File: config.mk
export PLATFORM = sky130hd
export DESIGN_NAME = base64_stream_decoder
export DESIGN_NICKNAME = d
export VERILOG_FILES = /design/src/design/b64d_pkg.sv /design/src/design/b64d_front.sv /design/src/design/b64d_queue.sv /design/src/design/b64d_back.sv /design/src/design/base64_stream_decoder.sv
export SDC_FILE = /design/constraint.sdc
export NUM_CORES = 1
export LEC_CHECK = 0
export BUFFER_PORTS_ARGS = -buffer_cell sky130_fd_sc_hd__buf_4
export CORE_ASPECT_RATIO = 2
export CORE_MARGIN = 2
export CORE_UTILIZATION = 52
export CTS_CLUSTER_DIAMETER = 150
export DETAILED_ROUTE_END_ITERATION = 7
export PLACE_DENSITY = 0.82
export SLEW_MARGIN = 10
export SYNTH_ARGS = -nofsm -noshare
export SYNTH_HDL_FRONTEND = slang
export SYNTH_HIERARCHICAL = 1
export SYNTH_SLANG_ARGS = --single-unit
File: constraint.sdc
create_clock -name clock -period 10.41 [get_ports clock]
set_input_delay 2.082 -clock clock [delete_from_list [all_inputs] [get_ports clock]]
set_output_delay 2.082 -clock clock [all_outputs]
set_load 0.05 [all_outputs]
File: src/design/b64d_pkg.sv
`timescale 1ns / 1ps
// ----------------------------------------------------------------------------
// b64d_pkg
// Shared types, constants and the character lookup for the base64 decoder.
// ----------------------------------------------------------------------------
package b64d_pkg;

   localparam int DEFAULT_COUNT_BITS = 16;
   localparam int QUEUE_DEPTH        = 2;
   localparam int QUEUE_PTR_BITS     = (QUEUE_DEPTH > 1) ? $clog2(QUEUE_DEPTH) : 1;
   localparam int QUEUE_CNT_BITS     = $clog2(QUEUE_DEPTH + 1);

   localparam logic [7:0] PAD_CHAR    = 8'h3D;
   localparam logic [1:0] PAD_RUN_MAX = 2'd3;
   localparam logic [1:0] PAD_STRIP_MAX = 2'd2;

   typedef enum logic [1:0] {
      ST_OK        = 2'd0,
      ST_MALFORMED = 2'd1,
      ST_OVERRUN   = 2'd2
   } status_type;

   typedef enum logic [1:0] {
      PH_FIRST  = 2'd0,
      PH_SECOND = 2'd1,
      PH_THIRD  = 2'd2,
      PH_FOURTH = 2'd3
   } phase_type;

   // classified beat handed from front to back
   typedef struct packed {
      logic       last;
      logic       pad;
      logic       alpha;
      logic [5:0] sextet;
   } class_type;

   typedef struct packed {
      logic alpha;
      logic [5:0] sextet;
   } lookup_type;

   function automatic lookup_type sextet_of(input logic [7:0] c);
      lookup_type r;
      r.alpha  = 1'b1;
      r.sextet = 6'd0;
      if (c >= 8'h41 && c <= 8'h5A) begin
         r.sextet = 6'(c - 8'h41);
      end else if (c >= 8'h61 && c <= 8'h7A) begin
         r.sextet = 6'(c - 8'h61 + 8'd26);
      end else if (c >= 8'h30 && c <= 8'h39) begin
         r.sextet = 6'(c - 8'h30 + 8'd52);
      end else if (c == 8'h2B) begin
         r.sextet = 6'd62;
      end else if (c == 8'h2F) begin
         r.sextet = 6'd63;
      end else begin
         r.alpha = 1'b0;
      end
      return r;
   endfunction

endpackage

File: src/design/b64d_front.sv
`timescale 1ns / 1ps
// ----------------------------------------------------------------------------
// b64d_front
// Accepts character beats and classifies them into pad, alphabet or bad.
// ----------------------------------------------------------------------------
module b64d_front (
   input  logic              req_valid,
   output logic              req_stall,
   input  logic [7:0]        req_char_code,
   input  logic              req_last_char,
   input  logic              q_full,
   output logic              q_push,
   output b64d_pkg::class_type q_entry
);
   import b64d_pkg::*;

   lookup_type look;

   always_comb begin
      look            = sextet_of(req_char_code);
      q_entry.last    = req_last_char;
      q_entry.pad     = (req_char_code == PAD_CHAR);
      q_entry.alpha   = look.alpha;
      q_entry.sextet  = look.sextet;
   end

   assign req_stall = q_full;
   assign q_push    = req_valid && !q_full;

endmodule

File: src/design/b64d_queue.sv
`timescale 1ns / 1ps
// ----------------------------------------------------------------------------
// b64d_queue
// Short queue of classified beats between front and back.
// ----------------------------------------------------------------------------
module b64d_queue (
   input  logic                clock,
   input  logic                reset,
   input  logic                push,
   input  b64d_pkg::class_type push_entry,
   input  logic                pop,
   output logic                full,
   output logic                not_empty,
   output b64d_pkg::class_type head
);
   import b64d_pkg::*;

   class_type                 mem [QUEUE_DEPTH];
   logic [QUEUE_PTR_BITS-1:0] wr_ptr_ff, wr_ptr_in;
   logic [QUEUE_PTR_BITS-1:0] rd_ptr_ff, rd_ptr_in;
   logic [QUEUE_CNT_BITS-1:0] cnt_ff, cnt_in;

   localparam logic [QUEUE_PTR_BITS-1:0] PTR_LAST = QUEUE_PTR_BITS'(QUEUE_DEPTH - 1);
   localparam logic [QUEUE_CNT_BITS-1:0] CNT_FULL = QUEUE_CNT_BITS'(QUEUE_DEPTH);

   assign full      = (cnt_ff == CNT_FULL);
   assign not_empty = (cnt_ff != '0);
   assign head      = mem[rd_ptr_ff];

   always_comb begin
      wr_ptr_in = wr_ptr_ff;
      rd_ptr_in = rd_ptr_ff;
      cnt_in    = cnt_ff;
      if (push) begin
         wr_ptr_in = (wr_ptr_ff == PTR_LAST) ? '0 : wr_ptr_ff + 1'b1;
      end
      if (pop) begin
         rd_ptr_in = (rd_ptr_ff == PTR_LAST) ? '0 : rd_ptr_ff + 1'b1;
      end
      if (push && !pop) begin
         cnt_in = cnt_ff + 1'b1;
      end else if (pop && !push) begin
         cnt_in = cnt_ff - 1'b1;
      end
   end

   always_ff @(posedge clock) begin
      if (reset) begin
         wr_ptr_ff <= '0;
         rd_ptr_ff <= '0;
         cnt_ff    <= '0;
      end else begin
         wr_ptr_ff <= wr_ptr_in;
         rd_ptr_ff <= rd_ptr_in;
         cnt_ff    <= cnt_in;
      end
   end

   always_ff @(posedge clock) begin
      if (push) begin
         mem[wr_ptr_ff] <= push_entry;
      end
   end

endmodule

File: src/design/b64d_back.sv
`timescale 1ns / 1ps
// ----------------------------------------------------------------------------
// b64d_back
// Quad tracking, byte splice, length count and final status.
// ----------------------------------------------------------------------------
module b64d_back #(
   parameter int COUNT_BITS = b64d_pkg::DEFAULT_COUNT_BITS
) (
   input  logic                  clock,
   input  logic                  reset,
   input  logic                  csr_write_enable,
   input  logic [COUNT_BITS-1:0] csr_max_bytes,
   input  logic                  q_not_empty,
   input  b64d_pkg::class_type   q_head,
   output logic                  q_pop,
   output logic                  rsp_valid,
   input  logic                  rsp_stall,
   output logic                  rsp_byte_valid,
   output logic [7:0]            rsp_data_byte,
   output logic                  rsp_done_res,
   output logic [1:0]            rsp_status,
   output logic [COUNT_BITS-1:0] rsp_byte_count
);
   import b64d_pkg::*;

   localparam int TB = COUNT_BITS + 1;

   logic [COUNT_BITS-1:0] max_ff;
   phase_type             phase_ff, phase_in;
   logic [5:0]            held_ff, held_in;
   logic [1:0]            pad_ff, pad_in;
   logic                  bad_ff, bad_in;
   logic [TB-1:0]         total_ff, total_in;

   logic                  rsp_valid_ff;
   logic                  byte_valid_ff, byte_valid_in;
   logic [7:0]            data_ff, data_in;
   logic                  done_ff;
   status_type            status_ff, status_in;
   logic [COUNT_BITS-1:0] count_ff, count_in;

   logic [5:0]    v;
   logic          ok;
   logic [1:0]    strip;
   logic [TB-1:0] fin_tot;
   logic          fin_bad;
   logic [TB-1:0] max_ext;

   assign q_pop   = q_not_empty && (!rsp_valid_ff || !rsp_stall);
   assign max_ext = {1'b0, max_ff};

   always_comb begin
      pad_in        = pad_ff;
      bad_in        = bad_ff;
      v             = '0;
      ok            = 1'b0;
      data_in       = '0;
      byte_valid_in = 1'b0;
      total_in      = total_ff;
      strip         = '0;
      fin_tot       = '0;
      fin_bad       = 1'b0;
      status_in     = ST_OK;
      count_in      = '0;

      if (q_head.pad) begin
         if (pad_ff != PAD_RUN_MAX) begin
            pad_in = pad_ff + 2'd1;
         end
         if (pad_in == PAD_RUN_MAX) begin
            bad_in = 1'b1;
         end
      end else begin
         if (pad_ff != '0) begin
            bad_in = 1'b1;
         end
         pad_in = '0;
         if (!q_head.alpha) begin
            bad_in = 1'b1;
         end else begin
            v  = q_head.sextet;
            ok = 1'b1;
         end
      end

      if (phase_ff != PH_FIRST) begin
         unique case (phase_ff)
            PH_SECOND: data_in = {held_ff, v[5:4]};
            PH_THIRD:  data_in = {held_ff[3:0], v[5:2]};
            default:   data_in = {held_ff[1:0], v};
         endcase
         byte_valid_in = ok && !bad_in && (total_ff < max_ext);
         if (total_ff != '1) begin
            total_in = total_ff + 1'b1;
         end
      end
      if (!byte_valid_in) begin
         data_in = '0;
      end

      phase_in = phase_type'(phase_ff + 2'd1);
      held_in  = v;

      if (q_head.last) begin
         fin_bad = bad_in;
         fin_tot = total_in;
         if (phase_in == PH_FIRST) begin
            strip   = (pad_in > PAD_STRIP_MAX) ? PAD_STRIP_MAX : pad_in;
            fin_tot = (total_in >= TB'(strip)) ? total_in - TB'(strip) : '0;
         end else if (pad_in != '0) begin
            fin_bad = 1'b1;
         end
         if (phase_in == PH_SECOND) begin
            fin_bad = 1'b1;
         end
         if (fin_tot > max_ext) begin
            status_in = ST_OVERRUN;
         end else if (fin_bad) begin
            status_in = ST_MALFORMED;
         end
         count_in = fin_tot[COUNT_BITS] ? '1 : fin_tot[COUNT_BITS-1:0];
      end
   end

   always_ff @(posedge clock) begin
      if (reset) begin
         max_ff       <= '1;
         phase_ff     <= PH_FIRST;
         held_ff      <= '0;
         pad_ff       <= '0;
         bad_ff       <= 1'b0;
         total_ff     <= '0;
         rsp_valid_ff <= 1'b0;
      end else begin
         if (csr_write_enable) begin
            max_ff <= csr_max_bytes;
         end
         if (q_pop) begin
            rsp_valid_ff <= 1'b1;
            if (q_head.last) begin
               phase_ff <= PH_FIRST;
               held_ff  <= '0;
               pad_ff   <= '0;
               bad_ff   <= 1'b0;
               total_ff <= '0;
            end else begin
               phase_ff <= phase_in;
               held_ff  <= held_in;
               pad_ff   <= pad_in;
               bad_ff   <= bad_in;
               total_ff <= total_in;
            end
         end else if (!rsp_stall) begin
            rsp_valid_ff <= 1'b0;
         end
      end
   end

   always_ff @(posedge clock) begin
      if (q_pop) begin
         byte_valid_ff <= byte_valid_in;
         data_ff       <= data_in;
         done_ff       <= q_head.last;
         status_ff     <= status_in;
         count_ff      <= count_in;
      end
   end

   assign rsp_valid      = rsp_valid_ff;
   assign rsp_byte_valid = byte_valid_ff;
   assign rsp_data_byte  = data_ff;
   assign rsp_done_res   = done_ff;
   assign rsp_status     = status_ff;
   assign rsp_byte_count = count_ff;

`ifndef SYNTHESIS
   a_clear_after_last: assert property (@(posedge clock) disable iff (reset)
      (q_pop && q_head.last) |=> (phase_ff == PH_FIRST && total_ff == '0 && !bad_ff))
      else $error("string state not cleared after last beat");

   a_byte_needs_phase: assert property (@(posedge clock) disable iff (reset)
      (q_pop && byte_valid_in) |-> (phase_ff != PH_FIRST && !bad_in))
      else $error("byte emitted at first quad position or after error");

   a_quiet_midstring: assert property (@(posedge clock) disable iff (reset)
      (rsp_valid_ff && !done_ff) |-> (status_ff == ST_OK && count_ff == '0))
      else $error("status or count set on a non-final beat");
`endif

endmodule

File: src/design/base64_stream_decoder.sv
`timescale 1ns / 1ps
// ----------------------------------------------------------------------------
// base64_stream_decoder
// Streaming base64 decoder, one character beat in and one result beat out.
// ----------------------------------------------------------------------------
// Takes one character per beat and returns one result beat per character,
// in order. A new character is taken every clock cycle while req_stall is
// low; a result is registered when its beat leaves the queue and updates the
// per-string state (quad position, held sextet, pad run, error flag, length).
// A two-beat queue between the character classifier and that update, plus the
// result register, let two more characters in while a result waits. The
// result for the last character carries the status and the decoded length.
// ----------------------------------------------------------------------------
module base64_stream_decoder #(
   parameter int COUNT_BITS = b64d_pkg::DEFAULT_COUNT_BITS
) (
   input  logic                  clock,
   input  logic                  reset,
   input  logic                  csr_write_enable,
   input  logic [COUNT_BITS-1:0] csr_max_bytes,
   input  logic                  req_valid,
   output logic                  req_stall,
   input  logic [7:0]            req_char_code,
   input  logic                  req_last_char,
   output logic                  rsp_valid,
   input  logic                  rsp_stall,
   output logic                  rsp_byte_valid,
   output logic [7:0]            rsp_data_byte,
   output logic                  rsp_done_res,
   output logic [1:0]            rsp_status,
   output logic [COUNT_BITS-1:0] rsp_byte_count
);
   import b64d_pkg::*;

   class_type push_entry;
   class_type head;
   logic      push;
   logic      pop;
   logic      full;
   logic      not_empty;

   b64d_front u_front (
      .req_valid     (req_valid),
      .req_stall     (req_stall),
      .req_char_code (req_char_code),
      .req_last_char (req_last_char),
      .q_full        (full),
      .q_push        (push),
      .q_entry       (push_entry)
   );

   b64d_queue u_queue (
      .clock      (clock),
      .reset      (reset),
      .push       (push),
      .push_entry (push_entry),
      .pop        (pop),
      .full       (full),
      .not_empty  (not_empty),
      .head       (head)
   );

   b64d_back #(
      .COUNT_BITS (COUNT_BITS)
   ) u_back (
      .clock            (clock),
      .reset            (reset),
      .csr_write_enable (csr_write_enable),
      .csr_max_bytes    (csr_max_bytes),
      .q_not_empty      (not_empty),
      .q_head           (head),
      .q_pop            (pop),
      .rsp_valid        (rsp_valid),
      .rsp_stall        (rsp_stall),
      .rsp_byte_valid   (rsp_byte_valid),
      .rsp_data_byte    (rsp_data_byte),
      .rsp_done_res     (rsp_done_res),
      .rsp_status       (rsp_status),
      .rsp_byte_count   (rsp_byte_count)
   );

endmodule
==> results.cfg <==
[critical_path]
slowest_delay_ns = 0.73
r2r_slack_ns = 4.40
path_max_fanout = 18
reg2reg_to = u_back/rsp_status[1]
worstRegToRegCells = 22
critical_path_class = flip-flop to flip-flop
slowest_stage = a311oi_4
startpoint_type = flip-flop
required_ns = 10.47
r2r_start = u_back/total_ff[0]
path_cells = ha_1, nand4_1, nor4_1, nor2_1, nand2_1, nand2_1, ha_1, a2111oi_0, mux2i_1, a21oi_2, nand4_2, a311oi_4, nor2_1, ha_1, nor2b_1, o21a_1, o21a_1, o21a_1, o21bai_1, a21oi_1, o21ai_0, o22ai_1
crit_arrival_ns = 6.07
critPathCaptureType = flip-flop

[placed_design]
place_inst = 877
io_buffer_count = 59
placed_area_um2 = 6797
place_congestion = 1.038
pre_cts_slack_ns = 4.598
hpwl_um = 13810

[clock_network]
ctsResizeCount = 0
cts_hold_buffers = 0
cts_buffers = 9
clock_path_buffers = 2
cts.sink_count = 96
root_buffer = clkbuf_16
cts_tree = built
clk_latency_ns = 0.35
clkTransAtPathRegs_ns = 0.08
cts_setup_buffers = 0
cts.htree.levels = 3

[synth]
synth.top_cells.by_count = nor2_1, nand2_1, dfxtp_1
syn-cell-area_um2 = 6386
synth.distinct_cells = 74
synthFlopType = dfxtp_1
yosysTopAreaCell = edfxtp_1
syn_nets = 793
syn-mean-instance-area_um2 = 8.944
yosys_warnings = 6
synthArstFlopShare = 0
ys_ff_latch = 96
netlist.area_leader.share = 0.2163
yosysMostFrequentCell = nor2_1
synth_edf_count = 46
syn_inst = 714
synth_area_leaders = edfxtp_1, dfxtp_1, ha_1
synth-seq-area-share = 0.3730

[sta]
relSlewSlack = 0.2874
finClkSkew_ns = 0.009073
fin_tns_setup_ns = 0
fin_crit_ns = 6.015
worst_pin_slew_ns = 1.064
layout_setup_ws_ns = 4.396
slew_violations = 0
fin_crit_sh = 0.5778
setup_viol = 0
hold_ws_ns = 0.5182
rsz0062_at_grt = no
hold_violations = 0
clock.fmax_mhz = 166.3

[detailed_routing]
drtIter0Drc = 558
wl_um = 18110
wl_met2_um = 9931
met1Wirelength_um = 5897
drc = 0
drtPass1Iterations = 5
highest_layer = met4
vias_per_cell = 6.221
vias = 5555
antenna_left = 0
wl_per_cell_um = 20.28
wl_met3_um = 753

[hold_path]
min_path_type = flip-flop to flip-flop
min-delay-start = u_back/held_ff[5]
hold_depth = 2
min_to = u_back/held_ff[5]

[floorplan]
top_level_ports = 60
design.die.area_um2 = 13240
num_rows = 57
start_util = 0.5298
die_w_um = 82.36
core-area_um2 = 12050
dieHeight_um = 160.7

[cells_and_area]
fin_area_um2 = 7119
instances_no_fill = 893
fin_nets = 820
drive_above_1_share = 0.1555
area_growth_pct = 11.48
diodes = 0

[status]
status = finished, final reports clean

[power_and_ir_drop]
power_density_nw_per_um2 = 203.1
peakVddDrop_mv = 0.1702
p_leak_nw = 2.950

[global_route]
grt_pass1_vias = 5509
grt_overflow = 0
antenna_found_initial = 0
grt_usage = 0.2866
grt_pass1_wl_um = 28130
grt_start_max_net_pins = 36

[run]
max_cap_viol_count = 0
-- critical path: cells and delay by family, from the launching register on --
family          cells  cell delay [ns]
simple gates        8             1.56
mux                 1             0.20
compound gates     10             2.47
flops               1             0.50
fa+ha+maj           3             0.98
-- cell families after synthesis --
kind of cell | count (synthesis) | share of synthesized area
flip-flops | 96 | 0.3730
AO/OA/AOI/OAI | 174 | 0.1877
buffers and inverters | 77 | 0.05505
multiplexers | 18 | 0.03017
AND/OR/NAND/NOR | 263 | 0.2049
adder cells (fa/ha/maj) | 49 | 0.09718
XOR/XNOR | 37 | 0.05192
-- per-layer routing --
metal | GRT usage | up-vias
met5 | 0 | -
met4 | 0.2144 | 0
met3 | 0.04663 | 87
met2 | 0.5341 | 217
met1 | 0.2564 | 2634
li1 | - | 2617
-- state kept, by name (all words and copies together) (netlist names), 2 cells and up, named ones only --
register / count
u_back/total_ff: 17
u_back/phase_ff: 2
u_back/rsp_byte_count: 16
u_back/held_ff: 6
u_queue/mem: 18
u_back/rsp_data_byte: 8
u_back/max_ff: 16
u_queue/cnt_ff: 2
u_back/rsp_status: 2
u_back/pad_ff: 2
-- area by class of cell --
cell class	instances	area, um2
fillers	1034	4933
multi-input cells	541	3652
flip-flops and latches	96	2382
repair buffers	61	457.9
clock buffers	9	225.2
well taps	147	183.9
inverters	32	120.1
clock inverters	7	97.59
-- stage by stage --
step / power (mW) / utilization
after detailed placement: 1.095 / 0.5639
final: 1.446 / 0.5907
after floorplan: 0.9331 / -
after global placement: 1.077 / 0.5639
after CTS: 1.450 / 0.5907
after global routing: 1.514 / 0.5907
-- cells in the final DEF, fill, tap and decap left out, drive strengths merged, types with 13 or more instances in the layout --
master / count
dfxtp: 50
nor3: 20
nand4: 15
inv: 36
nand3: 14
nor2: 83
a21oi: 58
xor2: 13
o211ai: 20
a22oi: 15
xnor2: 24
buf: 61
ha: 48
o21ai: 31
nand2: 66
edfxtp: 46
-- power by group --
group          internal (mW)  switching [mW]
logic                  0.160           0.403
clock network          0.195           0.162
registers              0.490          0.0362
-- worst max path at each step --
| stage | from | slack (ns) | to | cells past startpoint |
|---|---|---|---|---|
| after floorplan | u_back/total_ff[1] | 5.33 | u_back/rsp_status[1] | 23 |
| after global placement | u_back/total_ff[4] | 4.81 | u_back/rsp_status[1] | 21 |
| after detailed placement | u_back/total_ff[0] | 4.60 | u_back/rsp_status[1] | 22 |
| after CTS | u_back/total_ff[0] | 4.58 | u_back/rsp_status[1] | 22 |
| after global routing | u_back/total_ff[0] | 3.88 | u_back/rsp_status[1] | 22 |
| final | u_back/total_ff[0] | 4.40 | u_back/rsp_status[1] | 22 |
Note: power is estimated with default switching activity, not from simulation.
